$ cat src/hdl/bbc_ram.sv
// Generic single-write, single-read synchronous RAM with registered read data.
// Stands alone; no package needed.

module bbc_ram #(
  parameter int WIDTH = 8,
  parameter int DEPTH = 16
) (
  input  logic                                     clk,
  input  logic                                     we,
  input  logic [((DEPTH > 1) ? $clog2(DEPTH) : 1)-1:0] waddr,
  input  logic [WIDTH-1:0]                         wdata,
  input  logic [((DEPTH > 1) ? $clog2(DEPTH) : 1)-1:0] raddr,
  output logic [WIDTH-1:0]                         rdata
);

  logic [WIDTH-1:0] mem [DEPTH];

  always_ff @(posedge clk) begin
    if (we) begin
      mem[waddr] <= wdata;
    end
    rdata <= mem[raddr];
  end

endmodule

$ cat config.mk
export PLATFORM = sky130hd
export DESIGN_NAME = bbc_ram
export DESIGN_NICKNAME = d
export VERILOG_FILES = /design/src/hdl/bbc_ram.sv
export SDC_FILE = /design/constraint.sdc
export NUM_CORES = 1
export LEC_CHECK = 0
export BUFFER_PORTS_ARGS = -buffer_cell sky130_fd_sc_hd__buf_4
export CAP_MARGIN = 20
export CELL_PAD_IN_SITES_DETAIL_PLACEMENT = 1
export CELL_PAD_IN_SITES_GLOBAL_PLACEMENT = 1
export CORE_MARGIN = 3
export CORE_UTILIZATION = 53
export CTS_CLUSTER_SIZE = 12
export DETAILED_ROUTE_END_ITERATION = 6
export PLACE_DENSITY_LB_ADDON = 0.1
export SLEW_MARGIN = 25
export SYNTH_ARGS = -nofsm -noshare
export SYNTH_HDL_FRONTEND = slang
export SYNTH_SLANG_ARGS = --single-unit
$ cat constraint.sdc
create_clock -name clk -period 2.24 [get_ports clk]
set_input_delay 0.224 -clock clk [delete_from_list [all_inputs] [get_ports clk]]
set_output_delay 0.224 -clock clk [all_outputs]
set_load 0.02 [all_outputs]
==> flow_metrics.env <==
export IMPL_r2r_slack_ns=0.79
export IMPL_arrival_ns=1.84
export IMPL_core_area_mm2=0.009328
export IMPL_p_per_area_mw_per_mm2=970.9
export IMPL_fmax_mhz=691.1
export IMPL_slew_viol_final=0
export IMPL_post_cts_resize_count=0
export IMPL_cts_num_sinks=136
export IMPL_clk_latency_ns=0.51
export IMPL_grt_max_degree=33
export IMPL_hold_buffers=0
export IMPL_cap_viol_max_count=0
export IMPL_totalWireLength_um=11160
export IMPL_clock_root_buffer="clkbuf_8"
export IMPL_crit_end="rdata[5]$_DFF_P_"
export IMPL_vdd_ir_drop_max_mv=0.5348
export IMPL_slew_headroom_pct=51.32
export IMPL_syn_area_mm2=0.005147
export IMPL_avgSynthCellArea_um2=22.48
export IMPL_rsz0062_at_grt="false"
export IMPL_tns_ns=0
export IMPL_crit_type="register to register"
export IMPL_start_util_pct=55.18
export IMPL_wl_per_cell_um=26.32
export IMPL_hold_path_class="primary input to register"
export IMPL_die_y_um=104.6
export IMPL_die_area_mm2=0.01093
export IMPL_synth_seq_cells=136
export IMPL_top_layer_used="met4"
export IMPL_layout_commonest_cell="edfxtp_1"
export IMPL_crit_start="mem[0][5]$_DFFE_PP_"
export IMPL_tightestPinTransition_ns=0.7275
export IMPL_fin_worst_skew_ns=0.007163
export IMPL_track_usage_pct=22.05
export IMPL_gp_congestion=0.7234
export IMPL_grt_pass1_wl_um=17090
export IMPL_cp_data_required_time_ns=2.63
export IMPL_drt_initial_drc_count=177
export IMPL_post_route_util_pct=66.17
export IMPL_syn_nets=247
export IMPL_startpoint_type="register"
export IMPL_dr_pass1_iters=4
export IMPL_r2r_cells=3
export IMPL_crit_slowest_cell="mux4_1"
export IMPL_ant_nets=0
export IMPL_grt_overflow_total=0
export IMPL_synth_distinct_cells=19
export IMPL_routed_wl_met3_um=600
export IMPL_max_stage_delay_ns=0.52
export IMPL_final_cell_mix="128 x edfxtp_1, 43 x buf_4, 18 x mux4_2"
export IMPL_cp_cell_sequence="mux4_1 -> a22oi_1 -> nand2_1"
export IMPL_ys_seq_area_share_pct=77.78
export IMPL_synth_cells=229
export IMPL_p_leak_nw=2.116
export IMPL_h_tree_depth=4
export IMPL_diodes=0
export IMPL_grt_pass1_vias=2714
export IMPL_crit_path_end_kind="register"
export IMPL_pin_count=26
export IMPL_reg2reg_from="mem[0][5]$_DFFE_PP_"
export IMPL_path_clk_slew_ns=0.07
export IMPL_portBuffers=25
export IMPL_finalHoldViolCount=0
export IMPL_cts_made_buffers=17
export IMPL_route_detailed_drc=0
export IMPL_finalCritPeriodShare_pct=64.60
export IMPL_fin_crit_ns=1.447
export IMPL_grt_antenna_before_repair=0
export IMPL_rows=35
export IMPL_worstPathMaxFanout=1
export IMPL_r2r_end="rdata[5]$_DFF_P_"
export IMPL_met1_length_um=4657
export IMPL_fp_dieW_um=104.6
export IMPL_cts_tree="built"
export IMPL_drive_gt1_share_pct=32.20
export IMPL_vias_per_cell=5.953
export IMPL_syn_to_final_growth_pct=19.91
export IMPL_synth_warnings=0
export IMPL_finalSetupViolations=0
export IMPL_outcome="finished clean"
export IMPL_num_vias=2524
export IMPL_dr_wl_met2_um=5785
export IMPL_fin_nets=300
export IMPL_cts_setup_buffers=0
export IMPL_cts_buffer_depth=2
export IMPL_dp_hpwl_um=6493
-- Yosys cell counts --
cell type / count / area (um2)
edfxtp_1: 128 / 3844
mux4_2: 18 / 405.4
a22oi_1: 16 / 120.1
mux4_1: 14 / 367.9
nor2_1: 13 / 48.80
nand2_1: 9 / 33.78
dfxtp_1: 8 / 160.2
nor3_1: 4 / 20.02
buf_2: 3 / 15.01
buf_6: 3 / 33.78
clkdlybuf4s25_2: 3 / 30.03
nand2b_1: 2 / 12.51
nand3b_1: 2 / 15.01
and2_1: 1 / 6.260
and2b_1: 1 / 7.510
buf_4: 1 / 7.510
nand3_1: 1 / 5.000
nor2b_1: 1 / 6.260
or3b_2: 1 / 8.760
-- stage by stage --
stage,total power (W),cell area (um2),hold WS [ns],setup slack (ns),std cells
4_1_cts,0.006034,6172,0.005606,0.8018,424
2_1_floorplan,0.003075,5147,0.3229,0.5231,229
3_5_place_dp,0.003217,5565,0.5418,0.4070,392
6_report,0.005992,6172,0.02459,0.7930,424
3_3_place_gp,0.003205,5565,0.5212,0.4412,392
5_1_grt,0.006176,6172,0.02925,0.7113,424
-- area by class of cell --
class,count,area [um2]
Sequential cell,136,4004
Clock inverter,15,192.7
Clock buffer,17,414.1
Timing Repair Buffer,44,342.8
Multi-Input combinational cell,83,1057
Tap cell,129,161.4
Fill cell,768,3156
-- cell families after synthesis --
family / Yosys count / synth area share (%)
AO/OA/AOI/OAI: 16 / 2.334
buffers and inverters: 10 / 1.677
flip-flops: 136 / 77.78
multiplexers: 32 / 15.02
AND/OR/NAND/NOR: 35 / 3.184
-- sequential cells by signal, summed over array words and instances, names as in the netlist --
signal and flops:
rdata 8, mem 128
-- where the power goes --
group | internal (W) | total, W | switching, W
sequential | 0.00284 | 0.00287 | 0.0000214
clock | 0.00172 | 0.00282 | 0.00110
combinational | 0.000131 | 0.000303 | 0.000173
total | 0.00470 | 0.00599 | 0.00129
-- how the worst min path moves through the flow --
stage | cells after the start | from | slack (ns) | to
6_report | 1 | wdata[1] | 0.02 | mem[6][1]$_DFFE_PP_
5_1_grt | 1 | wdata[1] | 0.03 | mem[0][1]$_DFFE_PP_
3_5_place_dp | 1 | wdata[5] | 0.54 | mem[6][5]$_DFFE_PP_
3_3_place_gp | 1 | wdata[5] | 0.52 | mem[7][5]$_DFFE_PP_
2_1_floorplan | 0 | wdata[0] | 0.32 | mem[0][0]$_DFFE_PP_
4_1_cts | 1 | wdata[0] | 0.006 | mem[1][0]$_DFFE_PP_
-- critical path, delay by kind of cell (launching register included) --
kind,cells,cell delay [ns]
flops,1,0.41
mux,1,0.52
compound gates,1,0.28
simple gates,1,0.11
-- per-layer routing --
metal	GRT usage, %	vias to the layer above
met5	0	-
met4	6.838	0
met3	4.200	11
met2	36.76	85
met1	29.83	1344
li1	-	1084
No activity file was read; power rests on OpenSTA's default activity.
