[src/hdl/bbc_pkg.sv]
// Shared types, constants and saturation helper for the ball box collision step.
// Used by every module of the block but bbc_ram; depends on nothing.

package bbc_pkg;

  localparam int BALLS     = 16;
  localparam int FRAC_BITS = 28;
  localparam int BALL_AW   = (BALLS > 1) ? $clog2(BALLS) : 1;
  localparam int CNT_W     = $clog2(BALLS + 1);
  localparam int IN_W      = 200;
  localparam int OUT_W     = 144;

  localparam logic signed [39:0] ONE_Q   = signed'(40'(1) << FRAC_BITS);
  localparam logic signed [39:0] S32_MAX = 40'sh00_7fff_ffff;
  localparam logic signed [39:0] S32_MIN = -40'sh00_8000_0000;

  typedef enum logic [1:0] {
    OP_LOAD = 2'd0,
    OP_STEP = 2'd1,
    OP_READ = 2'd2
  } opcode_t;

  typedef struct packed {
    logic signed [31:0] x;
    logic signed [31:0] y;
    logic signed [31:0] vx;
    logic signed [31:0] vy;
    logic        [30:0] radius;
    logic signed [31:0] gravity;
  } ball_t;

  typedef struct packed {
    logic busy;
    logic done;
  } unit_stat_t;

  typedef enum logic [4:0] {
    S_IDLE, S_RD_ISSUE, S_RD_CAP, S_DONE, S_STEP_END,
    S_WL_RD, S_WL_MOVE, S_WL_EVAL, S_WL_DIV, S_WL_MUL, S_WL_FIN,
    S_PR_RDI, S_PR_RDJ, S_PR_CAPJ, S_PR_DIFF, S_PR_SQX, S_PR_SQY, S_PR_SUM,
    S_PR_SQRT, S_PR_CMP, S_PR_MULX, S_PR_DVXS, S_PR_DIVX, S_PR_MULY,
    S_PR_DVYS, S_PR_DIVY, S_PR_WRI, S_PR_WRJ, S_PR_NEXT
  } state_t;

  function automatic logic signed [31:0] sat32(input logic signed [39:0] v);
    if (v > S32_MAX) return S32_MAX[31:0];
    if (v < S32_MIN) return S32_MIN[31:0];
    return v[31:0];
  endfunction

endpackage

[src/hdl/bbc_sqrt.sv]
// Digit-by-digit integer square root, two radicand bits per cycle.
// Depends on bbc_pkg for the status struct.

module bbc_sqrt (
  input  logic                clk,
  input  logic                rst_n,
  input  logic                start,
  input  logic [63:0]         radicand,
  output bbc_pkg::unit_stat_t stat,
  output logic [31:0]         root
);

  logic        busy_r;
  logic        done_r;
  logic [4:0]  cnt_r;
  logic [63:0] v_r;
  logic [33:0] rem_r;
  logic [31:0] root_r;
  logic [35:0] rem_t;
  logic [35:0] trial;
  logic        ge;
  logic [35:0] rem_sub;

  assign rem_t   = {rem_r, v_r[63:62]};
  assign trial   = {2'b00, root_r, 2'b01};
  assign ge      = rem_t >= trial;
  assign rem_sub = ge ? (rem_t - trial) : rem_t;

  always_ff @(posedge clk) begin
    if (!rst_n) begin
      busy_r <= 1'b0;
      done_r <= 1'b0;
      cnt_r  <= '0;
    end else begin
      done_r <= 1'b0;
      if (start) begin
        busy_r <= 1'b1;
        cnt_r  <= '0;
      end else if (busy_r) begin
        cnt_r <= cnt_r + 5'd1;
        if (cnt_r == 5'd31) begin
          busy_r <= 1'b0;
          done_r <= 1'b1;
        end
      end
    end
  end

  always_ff @(posedge clk) begin
    if (start) begin
      v_r    <= radicand;
      rem_r  <= '0;
      root_r <= '0;
    end else if (busy_r) begin
      v_r    <= {v_r[61:0], 2'b00};
      rem_r  <= rem_sub[33:0];
      root_r <= {root_r[30:0], ge};
    end
  end

  assign stat.busy = busy_r;
  assign stat.done = done_r;
  assign root      = root_r;

endmodule

[config.mk]
export PLATFORM = sky130hd
export DESIGN_NAME = bbc_sqrt
export DESIGN_NICKNAME = d
export VERILOG_FILES = /design/src/hdl/bbc_pkg.sv /design/src/hdl/bbc_sqrt.sv
export SDC_FILE = /design/constraint.sdc
export NUM_CORES = 1
export LEC_CHECK = 0
export ABC_AREA = 1
export BUFFER_PORTS_ARGS = -buffer_cell sky130_fd_sc_hd__buf_2
export CORE_ASPECT_RATIO = 1.5
export CORE_MARGIN = 3
export CORE_UTILIZATION = 53
export DETAILED_ROUTE_END_ITERATION = 12
export PLACE_DENSITY = 0.85
export SYNTH_ARGS = -nofsm -noshare
export SYNTH_HDL_FRONTEND = slang
export SYNTH_SLANG_ARGS = --single-unit
[constraint.sdc]
create_clock -name clk -period 3.1 [get_ports clk]
set_input_delay 0.62 -clock clk [delete_from_list [all_inputs] [get_ports clk]]
set_output_delay 0.62 -clock clk [all_outputs]
set_load 0.005 [all_outputs]
==> results of run 1 <==
worst reg2reg max path, delay by kind of cell (launching register included):
family / cells / cell delay (ps)
AOI/OAI and AO/OA: 2 / 510
adders and majority gates: 1 / 370
buffers and inverters: 2 / 420
DFF: 1 / 320
and+or+nand+nor: 7 / 950
stage by stage:
step | hold WS [ps] | instances | area, um^2 | setup WS (ps) | util
final | 437 | 1460 | 9350 | 474 | 0.632
after global routing | 441 | 1460 | 9350 | 265 | 0.632
after CTS | 427 | 1460 | 9350 | 487 | 0.632
after detailed placement | 445 | 1429 | 8800 | 512 | 0.594
after global placement | 437 | 1429 | 8800 | 575 | 0.594
after floorplan | 426 | 1158 | 8130 | 729 | -
area by class of cell:
type	instances	area [um^2]
tap	196	245
clock inverter	13	120
clock buffer	18	429
multi-input combinational	844	4040
inverter	143	538
sequential	137	3380
timing repair buffer	109	593
fill	1356	5450
worst min-delay path by stage:
stage,from,to,slack [ps],depth (start not counted)
floorplan,rem_r[33],rem_r[33],430,2
global placement,rem_r[33],rem_r[33],440,2
detailed placement,rem_r[32],rem_r[32],450,2
CTS,rst_n,busy_r,430,3
global route,rst_n,busy_r,440,3
finish,rst_n,busy_r,440,3
power by group through the flow:
stage | logic (uW) | registers, uW | clock network, uW
after global routing | 6400 | 2280 | 2020
after floorplan | 4240 | 2260 | 0
after global placement | 5570 | 2290 | 0
after detailed placement | 5600 | 2290 | 0
after CTS | 5640 | 2260 | 1940
final | 5680 | 2260 | 1920
layer usage:
layer,global-route usage,part of all wire
met3,0.0555,0.052
met2,0.497,0.53
met1,0.292,0.38
met5,0,0
met4,0.119,0.040
logic make-up after synthesis:
group / share of synthesized area
xor gates and xnor gates: 0.0183
and+or+nand+nor: 0.363
adders and majority gates: 0.0554
AOI/OAI and AO/OA: 0.0597
buffers and inverters: 0.0876
DFF: 0.416
cells in the final DEF (no fill, tap or decap), types with 3 or more instances in the layout:
master,n
a21oi_1,31
buf_2,100
buf_4,7
clkbuf_16,17
clkinv_4,4
dfxtp_1,73
edfxtp_1,64
ha_1,36
inv_1,140
inv_6,3
nand2_1,528
nand2_2,5
nand3_1,67
nand3b_1,22
nand4_1,10
nor2_1,55
nor2_2,7
nor3_1,4
o21ai_0,12
o21bai_1,5
o22ai_1,31
xnor2_1,14
xor2_1,3
flip-flops by register name, summed over array words and instances, names as in the netlist:
| signal | count |
|---|---|
| root | 32 |
| done_r | 1 |
| rem_r | 34 |
| busy_r | 1 |
| v_r | 64 |
| cnt_r | 5 |
==> results by group, run 1 <==
Synthesis
  – Most frequent cells after synthesis: nand2_1 (528), inv_1 (140), dfxtp_1 (73), nand3_1 (67), edfxtp_1 (64)
  – Yosys top cell area share: 0.244
  – Largest area contributor in the netlist: nand2_1
  – Syn. warnings: 0
  – Avg Synthesized Cell Area: around 7 um^2
  – Post-synth EDFFs: 64
  – Seq/Total Area, Yosys: 0.416
  – Post-Syn Instances: between 1k and 1.5k
  – Most numerous cell in the Yosys netlist: nand2_1
  – Largest cells by area after synthesis: nand2_1 (24%), edfxtp_1 (24%), dfxtp_1 (18%), inv_1 (6.5%), ha_1 (5.5%)
  – Share of flip-flops with an asynchronous set or reset: 0
  – Mapped Nets: about 1.3k
  – Distinct cells, synth: 37
  – Post-Syn Area: 8130 um^2
  – Synthesis-stage register bit count: approximately 140
  – Top_reg_cell synth: dfxtp_1

Critical path
  – CP endpoint kind: flop
  – Worst path cell trace: inv_1 > ha_1 > a21oi_1 > nand2_1 > a21oi_1 > nand2_1 > nand2_1 > nand4_4 > buf_4 > nand2_1 > nand3_1 > nand2_1
  – Setup CP Type: flop to flop
  – Crit path DAT: 2990 ps
  – Top delay family on crit path: simple AND/OR/NAND/NOR gates
  – Flop2flop setup slack: 470 ps
  – CP max stage delay: about 380 ps
  – CP startpoint: root[17]
  – Crit-path slowest cell: nand4_4
  – Setup crit end: rem_r[22]
  – R2R cell count: 12
  – CP required: 3460 ps
  – RR Startpoint: root[17]
  – Crit path depth: 12
  – Critical path fanouts, max: 27
  – Buf+Inv Stages, Crit Path: 2
  – Most used cell, CP: nand2_1
  – R2r endpoint: rem_r[22]
  – Startpoint types: flop

Die
  – Die width: between 100 and 150 um
  – Die ar.: about 17000 um^2
  – Die Y: about 160 um
  – Core area: 14800 um^2
  – Starting Density: 0.549
  – Io pins: approximately 100
  – Cell row count: between 50 and 60

Drt
  – WL/cell: 14.9 um
  – Initial DRT Pass Iterations: 7
  – DR iter-0 viols: approximately 400
  – Detail Route Antenna Nets: 0
  – Final wirelength: roughly 22000 um
  – Drt drc: 0
  – Vias: between 7k and 8k
  – Vias per cell: between 5 and 6

Clock network
  – Clk_lat worst skew: about 430 ps
  – Clock sink total: 137
  – CTS tree: built
  – Cts repair resizes: 0
  – Cts hold-fix bufs: 0
  – TritonCTS Buffers: 17
  – Clock Tree Buf Depth: 2
  – Postcts setup bufs: 0
  – Root buffer cell: clkbuf_16
  – H-tree depth: 4
  – Worst-path clk slew: 70 ps

STA
  – Final setup viols: 0
  – Slew margin rel.: 0.679
  – Setup TNS: 0 ps
  – FMAX: roughly 380 MHz
  – Crit share post-route: 0.847
  – Post-route minimum period: around 2600 ps
  – Hold Fails Final Rpt: 0
  – Final Max Slew Viols: 0
  – Worst Clk Skew: 12.7 ps
  – RSZ-0062 raised after global routing: no
  – Worst Max-Slew Pin Slew: about 480 ps

Place
  – DP HPWL: roughly 16000 um
  – Gp weighted congestion: ~1
  – Number of port buffers: 100

GRT
  – First-pass GRT wire length: 35700 um
  – Largest net degree at the start of global routing: 54
  – Antenna violations before repair: 0
  – Total track usage: 0.268
  – Total overflow reported by the global router: 0
  – Vias in the first global route: between 7k and 8k

Power and ir drop
  – Pwr dens: between 1000 and 1500 nW/um^2
  – Static Leak: between 0.004 and 0.005 uW
  – P_int: between 5000 and 6000 uW
  – Peak supply drop: approximately 550 uV
  – Sw frac: 0.483
  – Net switching power: ~4800 uW
  – Gate power share: 0.576
  – Clk pwr share: 0.195
  – Final Power: around 9900 uW
  – Sequential share of power: 0.229

Final layout
  – Share of cells above drive strength 1: 0.125
  – Antenna diodes: 0
  – Area grow syn2layout: 15.0%
  – Final nets: 1355

Run
  – Max-cap violations: 0

Status
  – Outcome: finished clean

Min path
  – Hold Crit Class: input port to flop
No activity file was read; power rests on OpenSTA's default activity.
==> inputs of run 2 (changes only) <==
- clock period: 3.1 -> 2.4 ns (I/O delays scaled with it)
==> results by group, run 2 (synthesis results as in run 1) <==
Power and ir drop
  – Static Leak: 0.00518 uW (+5.1%)
  – Final Power: 14200 uW (+44%)
  – Peak supply drop: 681 uV (+24%)
  – Pwr dens: 1430 nW/um^2 (+35%)

Place
  – DP HPWL: 16800 um (+4.0%)
  – Gp weighted congestion: 0.946 (-4.7%)
  – Worst slack at placement: -110 ps (-622 ps)
  – Number of port buffers: 100 (unchanged)

Final layout
  – Most frequent cells in the layout: nand2_1 (524), inv_1 (140), buf_2 (100)
  – Number of flip-flops under the largest register name: 64 (unchanged)
  – Largest Register: v_r
  – Area grow syn2layout: 22.3%
  – Share of cells above drive strength 1: 0.173 (+0.0477)
  – Antenna diodes: 0 (unchanged)
  – Final nets: 1394 (+2.9%)
  – Commonest non-fill, non-tap cell in the layout: nand2_1

Drt
  – Final wirelength: 22800 um (+4.8%)
  – Drt drc: 0 (unchanged)
  – Vias per cell: 5.26 (+1.8%)
  – Initial DRT Pass Iterations: 6 (-1)
  – DR iter-0 viols: 371 (-8.2%)
  – Detail Route Antenna Nets: 0 (unchanged)
  – Vias: 7888 (+4.5%)
  – WL/cell: 15.2 um (+2.0%)

Die
  – Die ar.: 16900 um^2 (unchanged)
  – Die width: 107 um (unchanged)
  – Cell row count: 54 (unchanged)
  – Io pins: 101 (unchanged)
  – Die Y: 158 um (unchanged)
  – Core area: 14800 um^2 (unchanged)
  – Starting Density: 0.549 (unchanged)

Min path
  – Hold Crit Class: input port to flop
  – Hold Startpoint: rst_n

Critical path
  – Critical path fanouts, max: 4 (-85%)
  – RR Startpoint: root[6]
  – CP endpoint kind: flop
  – Crit path DAT: 2570 ps (-420 ps)
  – Setup CP Type: flop to flop
  – CP startpoint: root[6]
  – Startpoint types: flop
  – CP required: 2720 ps (-740 ps)

Clock network
  – Clock Tree Buf Depth: 2 (unchanged)
  – Worst-path clk slew: 70 ps (about the same)
  – Clock sink total: 137 (unchanged)
  – Root buffer cell: clkbuf_16
  – H-tree depth: 4 (unchanged)
  – Clk_lat worst skew: 430 ps (about the same)
  – TritonCTS Buffers: 17 (unchanged)
  – CTS tree: built

GRT
  – First-pass GRT wire length: 36800 um (+3.1%)
  – Total overflow reported by the global router: 0 (unchanged)
  – Antenna violations before repair: 0 (unchanged)
  – Largest net degree at the start of global routing: 63 (+17%)
  – Total track usage: 0.277 (+0.00831)
  – Vias in the first global route: 7911 (+5.8%)

Status
  – Outcome: finished clean

STA
  – Slew margin rel.: 0.594 (-0.0856)
  – Post-route minimum period: 2250 ps (-371 ps)
  – Final Max Slew Viols: 0 (unchanged)
  – Worst Clk Skew: 10.1 ps (-2.69 ps)
  – FMAX: 443 MHz (+16%)
  – Final setup viols: 0 (unchanged)
  – Worst Max-Slew Pin Slew: 609 ps (+129 ps)
  – Crit share post-route: 0.940 (+0.0925)
  – Final worst setup slack: 145 ps (-329 ps)
  – Hold Fails Final Rpt: 0 (unchanged)

Run
  – Max-cap violations: 0 (unchanged)
run 2: worst paths after layout:
kind	cells past startpoint	slack (ps)	end
max	14	150	rem_r[30]
min	3	290	done_r
max reg2reg	14	150	rem_r[30]
min reg2reg	2	460	rem_r[32]
run 2: critical path, cell delays in order, from the launching register on:
cell     delay, ps
dfxtp_1        330
inv_1           60
ha_1           340
nand2_1        150
inv_1           90
a21oi_1        300
o21ai_0        230
inv_1           90
nand2_1         80
nand2_1        130
nand2_1         70
nand2_1         70
nand3_1         70
nand2_1         80
nand2_1         50
run 2: layout make-up:
cell class	instances	area, um^2
fillers	1315	4850
multi-input cells	845	4240
flip-flops and latches	137	3380
repair buffers	147	978
inverters	143	538
clock buffers	17	425
well taps	196	245
clock inverters	14	135
run 2: stage by stage:
stage,TNS [ps],hold WS (ps),cells,cell area [um^2],utilization
2_1_floorplan,0,426,1158,8130,-
3_3_place_gp,-8.57,436,1455,9030,0.610
3_5_place_dp,-2100,452,1455,9030,0.610
4_1_cts,0,289,1491,9650,0.652
5_1_grt,-132,314,1499,9940,0.672
6_report,0,293,1499,9940,0.672
run 2: repair_timing:
| item | 4_1_cts | 5_1_grt |
|---|---|---|
| hold buffers | 0 | 0 |
| cloned | 1 | 1 |
| pin swaps | 2 | 5 |
| setup buffers | 4 | 7 |
| endpoints found under the setup margin | 34 | 35 |
| resized for setup | 1 | 37 |
run 2: per-layer routing:
metal  global-route usage  vias to the layer above  part of all wire
met5                    0                        -                 0
met4                0.130                        0             0.040
met3               0.0522                       64             0.056
met2                0.520                      273              0.54
met1                0.294                     3604              0.37
li1                     -                     3947                 -
run 2: where the power goes:
group / total, uW / switching [uW] / internal (uW)
registers: 2940 / 183 / 2760
clock network: 2510 / 1070 / 1440
logic: 8730 / 5440 / 3290
==> inputs of run 3 (changes only) <==
- CAP_MARGIN: unset -> 10
- CORE_MARGIN: 3 -> unset
==> results by group, run 3 (synthesis results as in run 1) <==
Clock network
  – CTS tree: built
  – Clk_lat worst skew: 430 ps (about the same)
  – H-tree depth: 4 (unchanged)
  – Worst-path clk slew: 60 ps (about the same)
  – Clock Tree Buf Depth: 2 (unchanged)
  – TritonCTS Buffers: 17 (unchanged)
  – Root buffer cell: clkbuf_16
  – Cts hold-fix bufs: 0 (unchanged)
  – Clock sink total: 137 (unchanged)

STA
  – Final worst setup slack: 171 ps (+26.3 ps)
  – Worst Clk Skew: 11.0 ps (+0.929 ps)
  – FMAX: 449 MHz (+1.2%)
  – Final setup viols: 0 (unchanged)
  – Crit share post-route: 0.929 (-0.0110)
  – Hold Fails Final Rpt: 0 (unchanged)
  – Final Max Slew Viols: 0 (unchanged)
  – Worst Max-Slew Pin Slew: 525 ps (-83.8 ps)
  – Slew margin rel.: 0.650 (+0.0559)
  – Post-route minimum period: 2230 ps (-26.3 ps)

Drt
  – DR iter-0 viols: 363 (-2.2%)
  – WL/cell: 14.8 um (-2.9%)
  – Vias per cell: 5.21 (-1.1%)
  – Detail Route Antenna Nets: 0 (unchanged)
  – Final wirelength: 22100 um (-3.2%)
  – Drt drc: 0 (unchanged)
  – Vias: 7784 (-1.3%)
  – Initial DRT Pass Iterations: 6 (unchanged)

GRT
  – Total overflow reported by the global router: 0 (unchanged)
  – Largest net degree at the start of global routing: 38 (-40%)
  – Total track usage: 0.298 (+0.0212)
  – First-pass GRT wire length: 36300 um (-1.4%)
  – Vias in the first global route: 7942 (+0.39%)
  – Antenna violations before repair: 0 (unchanged)

Die
  – Starting Density: 0.542 (-0.00751)
  – Io pins: 101 (unchanged)
  – Die width: 103 um (-3.7%)
  – Core area: 15000 um^2 (+1.4%)
  – Die ar.: 15800 um^2 (-6.2%)
  – Die Y: 154 um (-2.5%)
  – Cell row count: 55 (+1.9%)

Critical path
  – R2R cell count: 12 (-2)
  – CP required: 2720 ps (about the same)
  – Crit path DAT: 2550 ps (-20 ps)
  – CP endpoint kind: flop
  – Startpoint types: flop
  – Setup CP Type: flop to flop
  – Critical path fanouts, max: 12 (+8)

Place
  – Worst slack at placement: -77.9 ps (+32.5 ps)
  – Number of port buffers: 100 (unchanged)
  – DP HPWL: 16800 um (about the same)
  – Placed cell area: 9000 um^2 (-0.35%)
  – Gp weighted congestion: 0.995 (+5.2%)

Status
  – Outcome: finished clean

Power and ir drop
  – Static Leak: 0.00513 uW (-0.91%)
  – Pwr dens: 1400 nW/um^2 (-2.0%)
  – Peak supply drop: 589 uV (-13%)
  – Final Power: 13700 uW (-3.7%)

Final layout
  – Design area: 9760 um^2 (-1.8%)
  – Commonest non-fill, non-tap cell in the layout: nand2_1
  – Share of cells above drive strength 1: 0.160 (-0.0130)
  – Area grow syn2layout: 20.1%
  – Final nets: 1386 (-0.57%)
  – Number of flip-flops under the largest register name: 64 (unchanged)
  – Fill count: 1391 (+5.8%)
  – Antenna diodes: 0 (unchanged)
  – Largest Register: v_r
  – Most frequent cells in the layout: nand2_1 (526), inv_1 (140), buf_2 (100)

Min path
  – Hold Crit Class: input port to flop
  – Depth of the worst hold-timing path: 3 (unchanged)

Run
  – Max-cap violations: 0 (unchanged)
[run 3: critical path: stages (launching register included)]
cell and delay, ps:
dfxtp_1 330, inv_1 70, ha_1 380, nand2_2 110, nor2_2 190, nand2_1 110
nor2_2 160, nand4_1 160, nand4_4 220, buf_12 170, nand3_1 90, nand2_1 80
nand2_1 60
[run 3: final cells by class]
cell class,count,area [um^2],area share
repair buffers,139,876,0.0897
clock buffers,18,439,0.0450
flip-flops and latches,137,3380,0.347
clock inverters,14,156,0.0160
multi-input cells,845,4120,0.422
well taps,199,249,0.0255
inverters,143,538,0.0551
[run 3: report_power, final]
group          internal, uW  total (uW)  switching (uW)
Combinational          2920        8090            5170
Sequential             2760        2940             178
Clock                  1500        2630            1130
[run 3: timing repair]
| action | in CTS | in global routing |
|---|---|---|
| gates cloned | 1 | 0 |
| resized for setup | 2 | 18 |
| setup buffers | 2 | 5 |
| pin swaps | 2 | 3 |
| setup endpoints to repair | 28 | 35 |
[run 3: per-layer routing]
| metal | up-vias | GRT usage | wire [um] |
|---|---|---|---|
| met2 | 242 | 0.537 | 11600 |
| met4 | 0 | 0.177 | 1100 |
| li1 | 3930 | - | - |
| met5 | - | 0 | 0 |
| met3 | 80 | 0.0559 | 1020 |
| met1 | 3532 | 0.312 | 8350 |
[run 3: path summary, 6_finish.rpt]
| kind | startpoint | slack [ps] | to |
|---|---|---|---|
| worst min-delay path | rst_n | 290 | done_r |
| worst min register to register | rem_r[33] | 460 | rem_r[33] |
| worst max-delay path | root[21] | 170 | rem_r[31] |
| worst max register to register | root[21] | 170 | rem_r[31] |
[run 3: per-stage QoR]
stage	instances	util	hold slack, ps	setup TNS, ps
finish	1495	0.651	291	0
global route	1495	0.651	297	-8.37
CTS	1490	0.643	279	-0.666
detailed placement	1455	0.600	446	-1080
global placement	1455	0.600	437	0
floorplan	1158	-	426	0
