**config.mk**
```make
export PLATFORM = sky130hd
export DESIGN_NAME = bbc_div
export DESIGN_NICKNAME = d
export VERILOG_FILES = /design/src/hdl/bbc_pkg.sv /design/src/hdl/bbc_div.sv
export SDC_FILE = /design/constraint.sdc
export NUM_CORES = 1
export LEC_CHECK = 0
export BUFFER_PORTS_ARGS = -buffer_cell sky130_fd_sc_hd__buf_4
export CORE_ASPECT_RATIO = 1.5
export CORE_UTILIZATION = 59
export CTS_CLUSTER_SIZE = 10
export DETAILED_ROUTE_END_ITERATION = 8
export GPL_ROUTABILITY_DRIVEN = 0
export MAX_ROUTING_LAYER = met4
export PLACE_DENSITY = 0.86
export SLEW_MARGIN = 20
export SYNTH_ARGS = -nofsm -noshare
export SYNTH_HDL_FRONTEND = slang
export SYNTH_SLANG_ARGS = --single-unit
```
**constraint.sdc**
```tcl
create_clock -name clk -period 7.2 [get_ports clk]
set_input_delay 1.44 -clock clk [delete_from_list [all_inputs] [get_ports clk]]
set_output_delay 1.44 -clock clk [all_outputs]
set_load 0.005 [all_outputs]
```
**src/hdl/bbc_pkg.sv**
```systemverilog
// Shared types, constants and saturation helper for the ball box collision step.
// Used by every module of the block but bbc_ram; depends on nothing.

package bbc_pkg;

  localparam int BALLS     = 16;
  localparam int FRAC_BITS = 28;
  localparam int BALL_AW   = (BALLS > 1) ? $clog2(BALLS) : 1;
  localparam int CNT_W     = $clog2(BALLS + 1);
  localparam int IN_W      = 200;
  localparam int OUT_W     = 144;

  localparam logic signed [39:0] ONE_Q   = signed'(40'(1) << FRAC_BITS);
  localparam logic signed [39:0] S32_MAX = 40'sh00_7fff_ffff;
  localparam logic signed [39:0] S32_MIN = -40'sh00_8000_0000;

  typedef enum logic [1:0] {
    OP_LOAD = 2'd0,
    OP_STEP = 2'd1,
    OP_READ = 2'd2
  } opcode_t;

  typedef struct packed {
    logic signed [31:0] x;
    logic signed [31:0] y;
    logic signed [31:0] vx;
    logic signed [31:0] vy;
    logic        [30:0] radius;
    logic signed [31:0] gravity;
  } ball_t;

  typedef struct packed {
    logic busy;
    logic done;
  } unit_stat_t;

  typedef enum logic [4:0] {
    S_IDLE, S_RD_ISSUE, S_RD_CAP, S_DONE, S_STEP_END,
    S_WL_RD, S_WL_MOVE, S_WL_EVAL, S_WL_DIV, S_WL_MUL, S_WL_FIN,
    S_PR_RDI, S_PR_RDJ, S_PR_CAPJ, S_PR_DIFF, S_PR_SQX, S_PR_SQY, S_PR_SUM,
    S_PR_SQRT, S_PR_CMP, S_PR_MULX, S_PR_DVXS, S_PR_DIVX, S_PR_MULY,
    S_PR_DVYS, S_PR_DIVY, S_PR_WRI, S_PR_WRJ, S_PR_NEXT
  } state_t;

  function automatic logic signed [31:0] sat32(input logic signed [39:0] v);
    if (v > S32_MAX) return S32_MAX[31:0];
    if (v < S32_MIN) return S32_MIN[31:0];
    return v[31:0];
  endfunction

endpackage

```
**src/hdl/bbc_div.sv**
```systemverilog
// Restoring unsigned divider, one quotient bit per cycle.
// Depends on bbc_pkg for the status struct.

module bbc_div (
  input  logic                clk,
  input  logic                rst_n,
  input  logic                start,
  input  logic [63:0]         dividend,
  input  logic [32:0]         divisor,
  output bbc_pkg::unit_stat_t stat,
  output logic [63:0]         quotient
);

  logic        busy_r;
  logic        done_r;
  logic [5:0]  cnt_r;
  logic [63:0] dvd_r;
  logic [32:0] rem_r;
  logic [32:0] dvs_r;
  logic [33:0] rem_sh;
  logic        ge;
  logic [33:0] rem_sub;

  assign rem_sh  = {rem_r, dvd_r[63]};
  assign ge      = rem_sh >= {1'b0, dvs_r};
  assign rem_sub = ge ? (rem_sh - {1'b0, dvs_r}) : rem_sh;

  always_ff @(posedge clk) begin
    if (!rst_n) begin
      busy_r <= 1'b0;
      done_r <= 1'b0;
      cnt_r  <= '0;
    end else begin
      done_r <= 1'b0;
      if (start) begin
        busy_r <= 1'b1;
        cnt_r  <= '0;
      end else if (busy_r) begin
        cnt_r <= cnt_r + 6'd1;
        if (cnt_r == 6'd63) begin
          busy_r <= 1'b0;
          done_r <= 1'b1;
        end
      end
    end
  end

  always_ff @(posedge clk) begin
    if (start) begin
      dvd_r <= dividend;
      rem_r <= '0;
      dvs_r <= divisor;
    end else if (busy_r) begin
      dvd_r <= {dvd_r[62:0], ge};
      rem_r <= rem_sub[32:0];
    end
  end

  assign stat.busy = busy_r;
  assign stat.done = done_r;
  assign quotient  = dvd_r;

endmodule

```
==> results.sh, run 1 <==
export IMPL_antenna_found_initial=0
export IMPL_clkSinkCount=138
export IMPL_dp_hpwl_um=13930
export IMPL_clk_latency_ns=0.42
export IMPL_ys_types=69
export IMPL_reg2reg_slack_ns=3.18
export IMPL_tightest_slew_ns=0.8332
export IMPL_seq_area_frac_synth_pct=49.91
export IMPL_start_kind="flop"
export IMPL_critPathTopFamily="compound AO/OA/AOI/OAI gates"
export IMPL_ioPinCount=166
export IMPL_tritoncts="done"
export IMPL_ys_flop_type="edfxtp_1"
export IMPL_fin_nets=957
export IMPL_worstSetupPathType="reg -> reg"
export IMPL_cts_resized=0
export IMPL_holdCritPathClass="reg -> reg"
export IMPL_numCtsBuffers=17
export IMPL_area_growth_pct=26.14
export IMPL_yosys_warnings=0
export IMPL_fin_crit_sh_pct=55.79
export IMPL_postCtsSetupBuffers=0
export IMPL_grt_pass1_wl_um=31280
export IMPL_hold_worst_slack_ns=0.5026
export IMPL_grt_overflow_total=0
export IMPL_die_w_um=93.94
export IMPL_placed_cell_area_sq_um=8810
export IMPL_setup_viol_count_final=0
export IMPL_cts_root_buf="clkbuf_16"
export IMPL_rows=50
export IMPL_cp_data_arrival_time_ns=4.28
export IMPL_fin_worst_skew_ns=0.009436
export IMPL_die_h_um=139.9
export IMPL_grt_pass1_vias=6374
export IMPL_max_freq_ghz=0.2490
export IMPL_design_area_sq_um=9437
export IMPL_syn_area_sq_um=7481
export IMPL_n_antenna_cell=0
export IMPL_critPathLaunch="quotient[63]"
export IMPL_rr_startpoint="quotient[63]"
export IMPL_synth_seq_cells=138
export IMPL_netlist_top_cells_area="edfxtp_1 39%, dfxtp_1 11%, mux2_2 9.5%"
export IMPL_stdcell_count=991
export IMPL_dp_cells=959
export IMPL_rsz0062_at_grt="false"
export IMPL_slowest_delay_ns=0.49
export IMPL_cts_max_level=4
export IMPL_final_hold_viol_count=0
export IMPL_setup_tns_ns=0
export IMPL_yosys_area_top_type="edfxtp_1"
export IMPL_cts_buffer_depth=2
export IMPL_num_vias=6136
export IMPL_vias_per_cell=6.192
export IMPL_path_clk_slew_ns=0.06
export IMPL_slew_viol_final=0
export IMPL_synth_top_cell_area_share_pct=38.94
export IMPL_cp_num_buf_inv=3
export IMPL_core_sq_um=12450
export IMPL_path_cells="inv_1 -> ha_1 -> inv_1 -> fa_1 -> a211oi_2 -> o2111ai_2 -> a41oi_2 -> o2111ai_2 -> and2_4 -> o21ai_4 -> buf_4 -> nand2b_1 -> o221ai_1"
export IMPL_drt_pass1_iter_count=8
export IMPL_slowest_stage="o21ai_4"
export IMPL_cp_depth=13
export IMPL_synthArstFlopShare_pct=0
export IMPL_syn_area_per_cell_sq_um=11.28
export IMPL_worst_ep_required_time_ns=7.46
export IMPL_die_area_sq_um=13140
export IMPL_drt_wl_total_um=20010
export IMPL_power_density_nw_per_um2=240.3
export IMPL_drt_initial_drc_count=467
export IMPL_yosys_top_cells_count="97 x edfxtp_1, 63 x mux2_2, 43 x nand2_1"
export IMPL_violations="design-rule violations"
export IMPL_fin_crit_ns=4.017
export IMPL_portBuffers=165
export IMPL_max_cap_violations=0
export IMPL_synth_enable_flop_cells=97
export IMPL_syn_nets=798
export IMPL_cp_endpoint="rem_r[21]"
export IMPL_status="finished, violations left"
export IMPL_wl_per_cell_um=20.19
export IMPL_leakage_nw=4.132
export IMPL_worst_ir_drop_vdd_mv=0.1706
export IMPL_yosysMostFrequentCell="edfxtp_1"
export IMPL_remaining_drc_errors=1
export IMPL_crit_fanout=36
export IMPL_crit_path_end_kind="flop"
export IMPL_max_slew_margin_rel_pct=44.46
export IMPL_grt_usage_pct=32.26
export IMPL_r2r_end="rem_r[21]"
export IMPL_synthCells=663
export IMPL_ctsHoldBuffers=0
export IMPL_start_util_pct=60.09
export IMPL_grt_max_degree=69
export IMPL_drive_gt1_share_pct=34.13
export IMPL_ant_nets=0
export IMPL_total_power_mw=2.268
export IMPL_ff2ff_path_depth=13
[per-layer routing]
layer	up-vias	wire length, um	track usage [%]
met4	0	1019	16.60
met1	2916	7016	33.13
met2	323	10540	55.74
li1	2800	-	-
met5	-	0	-
met3	97	1430	8.252
[report_power, final]
group / switching, mW / leakage [nW] / internal [mW]
clock: 0.370 / 0.302 / 0.564
sequential: 0.0380 / 1.30 / 0.925
combinational: 0.187 / 2.53 / 0.184
[final cells by class]
type / count / area, sq um
flip-flops and latches: 138 / 3734
clock inverters: 14 / 185.2
repair buffers: 170 / 1276
inverters: 42 / 157.7
well taps: 156 / 195.2
fillers: 819 / 3013
clock buffers: 18 / 439.2
multi-input cells: 453 / 3450
[stage by stage]
stage | setup slack [ns] | util [%]
global placement | 3.470 | 70.76
finish | 3.183 | 75.80
floorplan | 3.553 | -
global route | 2.925 | 75.80
detailed placement | 3.350 | 70.76
CTS | 3.273 | 75.78
[worst min-delay path, stage by stage, from the launching register on]
cell	delay [ns]
dfxtp_1	0.33
inv_1	0.06
a311oi_1	0.07
[layout by cell type (no fill, tap or decap), types with 9 or more instances in the layout]
cell	instances
a211oi_1	12
a21o_1	23
a21oi_1	28
a32oi_1	10
and3_1	11
buf_4	170
clkbuf_16	17
dfxtp_1	41
edfxtp_1	97
ha_1	34
inv_1	40
mux2_2	63
mux2i_1	10
nand2_1	43
nand3_1	24
nor2_1	35
o21ai_0	26
or3_1	9
xnor2_1	14
xor2_1	16
[cell families (layout without fill, tap and decap cells)]
family	Yosys count	count (layout)	share of synthesized area (%)
AOI/OAI and AO/OA	155	155	15.25
and+or+nand+nor	160	160	10.54
buffers and inverters	72	244	4.014
xor gates and xnor gates	30	30	3.512
adders and majority gates	35	35	5.954
DFF	138	138	49.91
muxes	73	73	10.82
[worst min path at each step]
stage                         start        end  slack (ns)  depth (start not counted)
final                     rem_r[15]  rem_r[16]        0.50                          2
after global placement     cnt_r[5]   cnt_r[5]        0.47                          2
after floorplan            cnt_r[5]   cnt_r[5]        0.45                          2
after detailed placement  rem_r[15]  rem_r[16]        0.49                          2
after global routing       rem_r[9]  rem_r[10]        0.53                          2
after CTS                 rem_r[15]  rem_r[16]        0.50                          2
[registers in the layout (all words and copies together), names as in the netlist]
signal,flops
quotient,64
done_r,1
dvs_r,33
cnt_r,6
rem_r,33
busy_r,1
No activity file was read; power rests on OpenSTA's default activity.
==> run 2: changes to the inputs <==
--- a/config.mk
+++ b/config.mk
@@ -5,14 +5,15 @@
 export SDC_FILE = /design/constraint.sdc
 export NUM_CORES = 1
 export LEC_CHECK = 0
+export ABC_AREA = 1
 export BUFFER_PORTS_ARGS = -buffer_cell sky130_fd_sc_hd__buf_4
 export CORE_ASPECT_RATIO = 1.5
-export CORE_UTILIZATION = 59
+export CORE_UTILIZATION = 51
 export CTS_CLUSTER_SIZE = 10
 export DETAILED_ROUTE_END_ITERATION = 8
 export GPL_ROUTABILITY_DRIVEN = 0
 export MAX_ROUTING_LAYER = met4
-export PLACE_DENSITY = 0.86
+export PLACE_DENSITY = 0.78
 export SLEW_MARGIN = 20
 export SYNTH_ARGS = -nofsm -noshare
 export SYNTH_HDL_FRONTEND = slang
==> constraint.sdc (replaced) <==
create_clock -name clk -period 3.35 [get_ports clk]
set_input_delay 0.67 -clock clk [delete_from_list [all_inputs] [get_ports clk]]
set_output_delay 0.67 -clock clk [all_outputs]
set_load 0.005 [all_outputs]
==> results.sh, run 2 <==
export IMPL_status="completed"
export IMPL_slowest_stage="fa_1"
export IMPL_reg2reg_slack_ns=0.75
export IMPL_clk_latency_ns=0.43
export IMPL_path_cells="inv_1 -> ha_1 -> inv_1 -> fa_1 -> nand3_1 -> nand3_2 -> nand2_1 -> nand2_2 -> nand2_4 -> nand2_8 -> nand2_1 -> nand3_1 -> o21ai_1"
export IMPL_yosys_warnings=0
export IMPL_slew_viol_final=0
export IMPL_r2r_end="rem_r[9]"
export IMPL_path_clk_slew_ns=0.06
export IMPL_core_sq_um=16190
export IMPL_fin_crit_sh_pct=77.50
export IMPL_portBuffers=165
export IMPL_yosys_area_top_type="edfxtp_1"
export IMPL_rsz0062_at_grt="false"
export IMPL_drt_pass1_iter_count=7
export IMPL_yosys_top_cells_count="516 x nand2_1, 182 x inv_1, 97 x edfxtp_1"
export IMPL_cts_root_buf="clkbuf_16"
export IMPL_multi_input_area_sq_um=3849
export IMPL_postCtsSetupBuffers=0
export IMPL_stdcell_count=1544
export IMPL_ys_flop_type="edfxtp_1"
export IMPL_num_vias=7884
export IMPL_worst_ep_required_time_ns=3.71
export IMPL_seq_area_sq_um=3734
export IMPL_cts_resized=0
export IMPL_synthArstFlopShare_pct=0
export IMPL_place_ws_ns=0.7883
export IMPL_grt_pass1_wl_um=35760
export IMPL_die_w_um=107.2
export IMPL_synth_seq_cells=138
export IMPL_critPathLaunch="quotient[63]"
export IMPL_crit_fanout=36
export IMPL_cp_data_arrival_time_ns=2.96
export IMPL_ioPinCount=166
export IMPL_rows=57
export IMPL_max_cap_violations=0
export IMPL_grt_pass1_vias=7766
export IMPL_fin_crit_ns=2.596
export IMPL_vias_per_cell=5.106
export IMPL_start_util_pct=52.28
export IMPL_ant_nets=0
export IMPL_final_common_cell="nand2_1"
export IMPL_seq_area_frac_synth_pct=44.11
export IMPL_die_h_um=159.8
export IMPL_antenna_found_initial=0
export IMPL_remaining_drc_errors=0
export IMPL_fill_cells=1434
export IMPL_grt_max_degree=85
export IMPL_worstSetupPathType="reg -> reg"
export IMPL_hold_worst_slack_ns=0.4148
export IMPL_syn_area_per_cell_sq_um=7.259
export IMPL_setup_tns_ns=0
export IMPL_numCtsBuffers=17
export IMPL_max_slew_margin_rel_pct=37.42
export IMPL_n_antenna_cell=0
export IMPL_power_density_nw_per_um2=416.1
export IMPL_ctsHoldBuffers=0
export IMPL_fin_worst_skew_ns=0.008867
export IMPL_cp_endpoint="rem_r[9]"
export IMPL_dp_hpwl_um=16600
export IMPL_fin_nets=1460
export IMPL_final_hold_viol_count=0
export IMPL_largest_reg_flops=64
export IMPL_die_area_sq_um=17130
export IMPL_ys_types=39
export IMPL_setup_viol_count_final=0
export IMPL_finish_utilization_pct=64.27
export IMPL_synthCells=1166
export IMPL_slowest_delay_ns=0.44
export IMPL_leakage_nw=5.523
export IMPL_worst_slack_ns=0.7538
export IMPL_max_freq_ghz=0.3852
export IMPL_dp_cells=1512
export IMPL_wl_per_cell_um=14.25
export IMPL_yosysMostFrequentCell="nand2_1"
export IMPL_final_cell_mix="516 x nand2_1, 180 x inv_1, 168 x buf_4"
export IMPL_syn_area_sq_um=8464
export IMPL_drt_wl_total_um=22010
export IMPL_start_kind="flop"
export IMPL_syn_nets=1301
export IMPL_drt_initial_drc_count=354
export IMPL_drive_gt1_share_pct=17.41
export IMPL_cts_max_level=4
export IMPL_grt_overflow_total=0
export IMPL_ff2ff_path_depth=13
export IMPL_holdCritPathClass="in -> reg"
export IMPL_netlist_top_cells_area="edfxtp_1 34%, nand2_1 23%, dfxtp_1 9.7%"
export IMPL_tritoncts="done"
export IMPL_worst_ir_drop_vdd_mv=0.2932
export IMPL_cts_buffer_depth=2
export IMPL_clkSinkCount=138
export IMPL_rr_startpoint="quotient[63]"
export IMPL_area_growth_pct=22.93
export IMPL_synth_enable_flop_cells=97
export IMPL_grt_usage_pct=27.80
export IMPL_crit_path_end_kind="flop"
export IMPL_synth_top_cell_area_share_pct=34.41
export IMPL_tightest_slew_ns=0.9387
-- run 2: report_power, final --
part / internal, mW / switching (mW) / leakage, nW
Sequential: 1.97 / 0.0629 / 1.31
Combinational: 0.279 / 0.320 / 3.96
Clock: 0.948 / 0.750 / 0.250
Total: 3.20 / 1.13 / 5.52
-- run 2: cell type report --
type	count	area share (%)
clock inverter	13	0.9379
multi-input combinational	807	36.99
clock buffer	19	4.161
inverter	190	6.854
tap	206	2.477
sequential	138	35.88
timing repair buffer	171	12.70
-- run 2: layer usage --
layer  up-vias  track usage (%)  part of all wire (%)
met3        80            5.673                   6.5
li1       3943                -                     -
met4         0            16.06                   5.3
met5         -                -                     0
met1      3551            28.63                    37
met2       310            48.30                    51
-- run 2: logic make-up after synthesis --
group	after synthesis	synth area share [%]
AOI/OAI and AO/OA	48	3.060
xor gates and xnor gates	15	1.552
adders and majority gates	35	5.262
buffers and inverters	221	10.45
DFF	138	44.11
and+or+nand+nor	709	35.57
-- run 2: worst min-delay path by stage --
| stage | startpoint | end | slack, ns | cells past startpoint |
|---|---|---|---|---|
| floorplan | rem_r[11] | rem_r[11] | 0.44 | 2 |
| global placement | rem_r[32] | rem_r[32] | 0.46 | 2 |
| detailed placement | rem_r[32] | rem_r[32] | 0.46 | 2 |
| CTS | divisor[30] | dvs_r[30] | 0.40 | 1 |
| global route | divisor[0] | dvs_r[0] | 0.40 | 1 |
| finish | divisor[30] | dvs_r[30] | 0.41 | 1 |
-- run 2: metrics by stage --
step                power [mW]  area [sq um]
finish                   4.329         10410
global route             4.501         10410
CTS                      4.364         10410
detailed placement       2.665          9874
global placement         2.657          9874
floorplan                2.342          8464
-- run 2: critical path: cells and delay by family (launching register included) --
family / cells / cell delay, ns
buffers and inverters: 2 / 0.16
flip-flops: 1 / 0.38
AND/OR/NAND/NOR: 8 / 1.26
adder cells (fa/ha/maj): 2 / 0.59
AO/OA/AOI/OAI: 1 / 0.09
==> run 3: changes to the inputs <==
==> constraint.sdc (replaced) <==
create_clock -name clk -period 2.2 [get_ports clk]
set_input_delay 0.44 -clock clk [delete_from_list [all_inputs] [get_ports clk]]
set_output_delay 0.44 -clock clk [all_outputs]
set_load 0.005 [all_outputs]
==> results.sh, run 3 (synthesis gave the netlist of run 2 again) <==
export IMPL_grt_usage_pct=28.33
export IMPL_ant_nets=0
export IMPL_cts_max_level=4
export IMPL_worst_ir_drop_vdd_mv=0.5142
export IMPL_p_int_mw=5.076
export IMPL_wl_per_cell_um=15.16
export IMPL_drt_wl_total_um=24030
export IMPL_power_density_nw_per_um2=615.7
export IMPL_ff2ff_path_depth=16
export IMPL_crit_path_end_kind="flop"
export IMPL_ctsHoldBuffers=0
export IMPL_start_kind="flop"
export IMPL_critPathMostFrequentCell="nand2_1"
export IMPL_multi_input_area_sq_um=4270
export IMPL_holdCritPathClass="in -> reg"
export IMPL_cts_buffer_depth=2
export IMPL_area_growth_pct=33.05
export IMPL_die_h_um=159.8
export IMPL_min_to="dvs_r[9]"
export IMPL_min_from="divisor[9]"
export IMPL_seqPwrFrac_pct=44.6
export IMPL_num_vias=8179
export IMPL_die_w_um=107.2
export IMPL_remaining_drc_errors=0
export IMPL_reg2reg_slack_ns=0.007
export IMPL_rr_startpoint="dvs_r[19]"
export IMPL_r2r_end="rem_r[22]"
export IMPL_place_ws_ns=-0.02543
export IMPL_path_cells="inv_2 -> ha_4 -> nand2_1 -> nand2_1 -> nand2_1 -> nand2_1 -> nand2_1 -> nand2_1 -> nand2_1 -> nand2_2 -> nor2_8 -> buf_6 -> nand2_8 -> nand2_1 -> nand3_1 -> nand2_1"
export IMPL_max_freq_ghz=0.4560
export IMPL_slowest_delay_ns=0.38
export IMPL_met3_usage_pct=6.367
export IMPL_switching_share_pct=26.79
export IMPL_critPathLaunch="dvs_r[19]"
export IMPL_path_clk_slew_ns=0.06
export IMPL_portBuffers=165
export IMPL_grt_max_degree=51
export IMPL_switching_power_mw=1.858
export IMPL_dp_cells=1542
export IMPL_fill_cells=1273
export IMPL_finish_utilization_pct=69.56
export IMPL_stdcell_count=1585
export IMPL_worst_ep_required_time_ns=2.57
export IMPL_grt_overflow_total=0
export IMPL_max_slew_margin_rel_pct=73.38
export IMPL_fin_crit_sh_pct=99.69
export IMPL_slew_viol_final=0
export IMPL_numCtsBuffers=17
export IMPL_grt_pass1_wl_um=36540
export IMPL_start_util_pct=52.28
export IMPL_cp_data_arrival_time_ns=2.56
export IMPL_clk_latency_ns=0.43
export IMPL_rsz0062_at_grt="true"
export IMPL_grt_pass1_vias=8013
export IMPL_crit_fanout=16
export IMPL_clkSinkCount=138
export IMPL_final_common_cell="nand2_1"
export IMPL_n_antenna_cell=0
export IMPL_fin_worst_skew_ns=0.009270
export IMPL_use_met2_pct=49.35
export IMPL_final_hold_viol_count=0
export IMPL_die_area_sq_um=17130
export IMPL_status="completed"
export IMPL_drive_gt1_share_pct=24.66
export IMPL_slowest_stage="edfxtp_1"
export IMPL_drt_initial_drc_count=454
export IMPL_core_sq_um=16190
export IMPL_drt_pass1_iter_count=6
export IMPL_antenna_found_initial=0
export IMPL_tritoncts="done"
export IMPL_max_cap_violations=0
export IMPL_hold_worst_slack_ns=0.1844
export IMPL_cts_root_buf="clkbuf_16"
export IMPL_leakage_nw=5.808
export IMPL_use_met1_pct=28.45
export IMPL_grt_busiest_layer="met2"
export IMPL_total_power_mw=6.934
export IMPL_seq_area_sq_um=3734
export IMPL_setup_viol_count_final=0
export IMPL_worst_slack_ns=0.006800
export IMPL_p_comb_share_pct=14.9
export IMPL_clockPowerShare_pct=40.4
export IMPL_final_cell_mix="498 x nand2_1, 200 x buf_4, 176 x inv_1"
export IMPL_dp_hpwl_um=17300
export IMPL_worstSetupPathType="reg -> reg"
export IMPL_rows=57
export IMPL_fin_nets=1501
export IMPL_ioPinCount=166
export IMPL_fin_crit_ns=2.193
export IMPL_min_path_cells=1
export IMPL_tightest_slew_ns=0.3988
export IMPL_vias_per_cell=5.160
export IMPL_largest_reg_flops=64
run 3: cell types whose count changed in the layout (fill, tap and decap cells not counted), sizes merged:
cell      before  now
clkinvlp       4    2
nand2        530  531
bufinv         0    1
clkbuf        19   20
buf          171  209
inv          188  193
clkinv        11    8
run 3: area by class of cell:
type                    count  area share, %
multi-input cells         808          37.92
clock buffers              18          3.811
repair buffers            211          15.30
clock inverters            14          1.200
flip-flops and latches    138          33.15
well taps                 206          2.289
inverters                 190          6.333
run 3: power groups by stage:
stage	clock (mW)	sequential, mW	combinational (mW)
final	2.80	3.10	1.03
after global routing	2.92	3.11	1.13
after CTS	2.82	3.10	0.955
after detailed placement	0	3.14	0.954
after global placement	0	3.14	0.936
after floorplan	0	3.14	0.427
run 3: routing by layer:
metal	part of all wire, %	wire length (um)	vias to the layer above
li1	-	-	4038
met4	6.4	1538	0
met1	36	8582	3673
met2	51	12240	357
met5	0	0	-
met3	6.9	1662	111
run 3: timing repair:
action                     in CTS  in global routing
setup endpoints to repair      18                 34
gates cloned                    0                  3
gates resized for setup         2                 91
setup buffers                   0                  8
pin swaps                       0                 18
run 3: worst max-delay path by stage:
stage,to,slack [ns],cells after the start
final,rem_r[22],0.007,16
after global routing,rem_r[22],-0.07,16
after CTS,rem_r[12],0.0008,14
after detailed placement,quotient[0],-0.03,11
after global placement,rem_r[0],0.03,13
after floorplan,rem_r[10],0.07,13
run 3: per-stage QoR:
stage | instance area (sq um) | setup TNS, ns
after floorplan | 8466 | 0
after global placement | 10110 | 0
after detailed placement | 10110 | -0.1141
after CTS | 10680 | 0
after global routing | 11260 | -1.202
final | 11260 | 0
run 3: critical path, delay by kind of cell (launching register included):
family,cells,cell delay [ns]
buffers and inverters,2,0.25
AND/OR/NAND/NOR,13,1.29
adder cells (fa/ha/maj),1,0.21
flip-flops,1,0.38
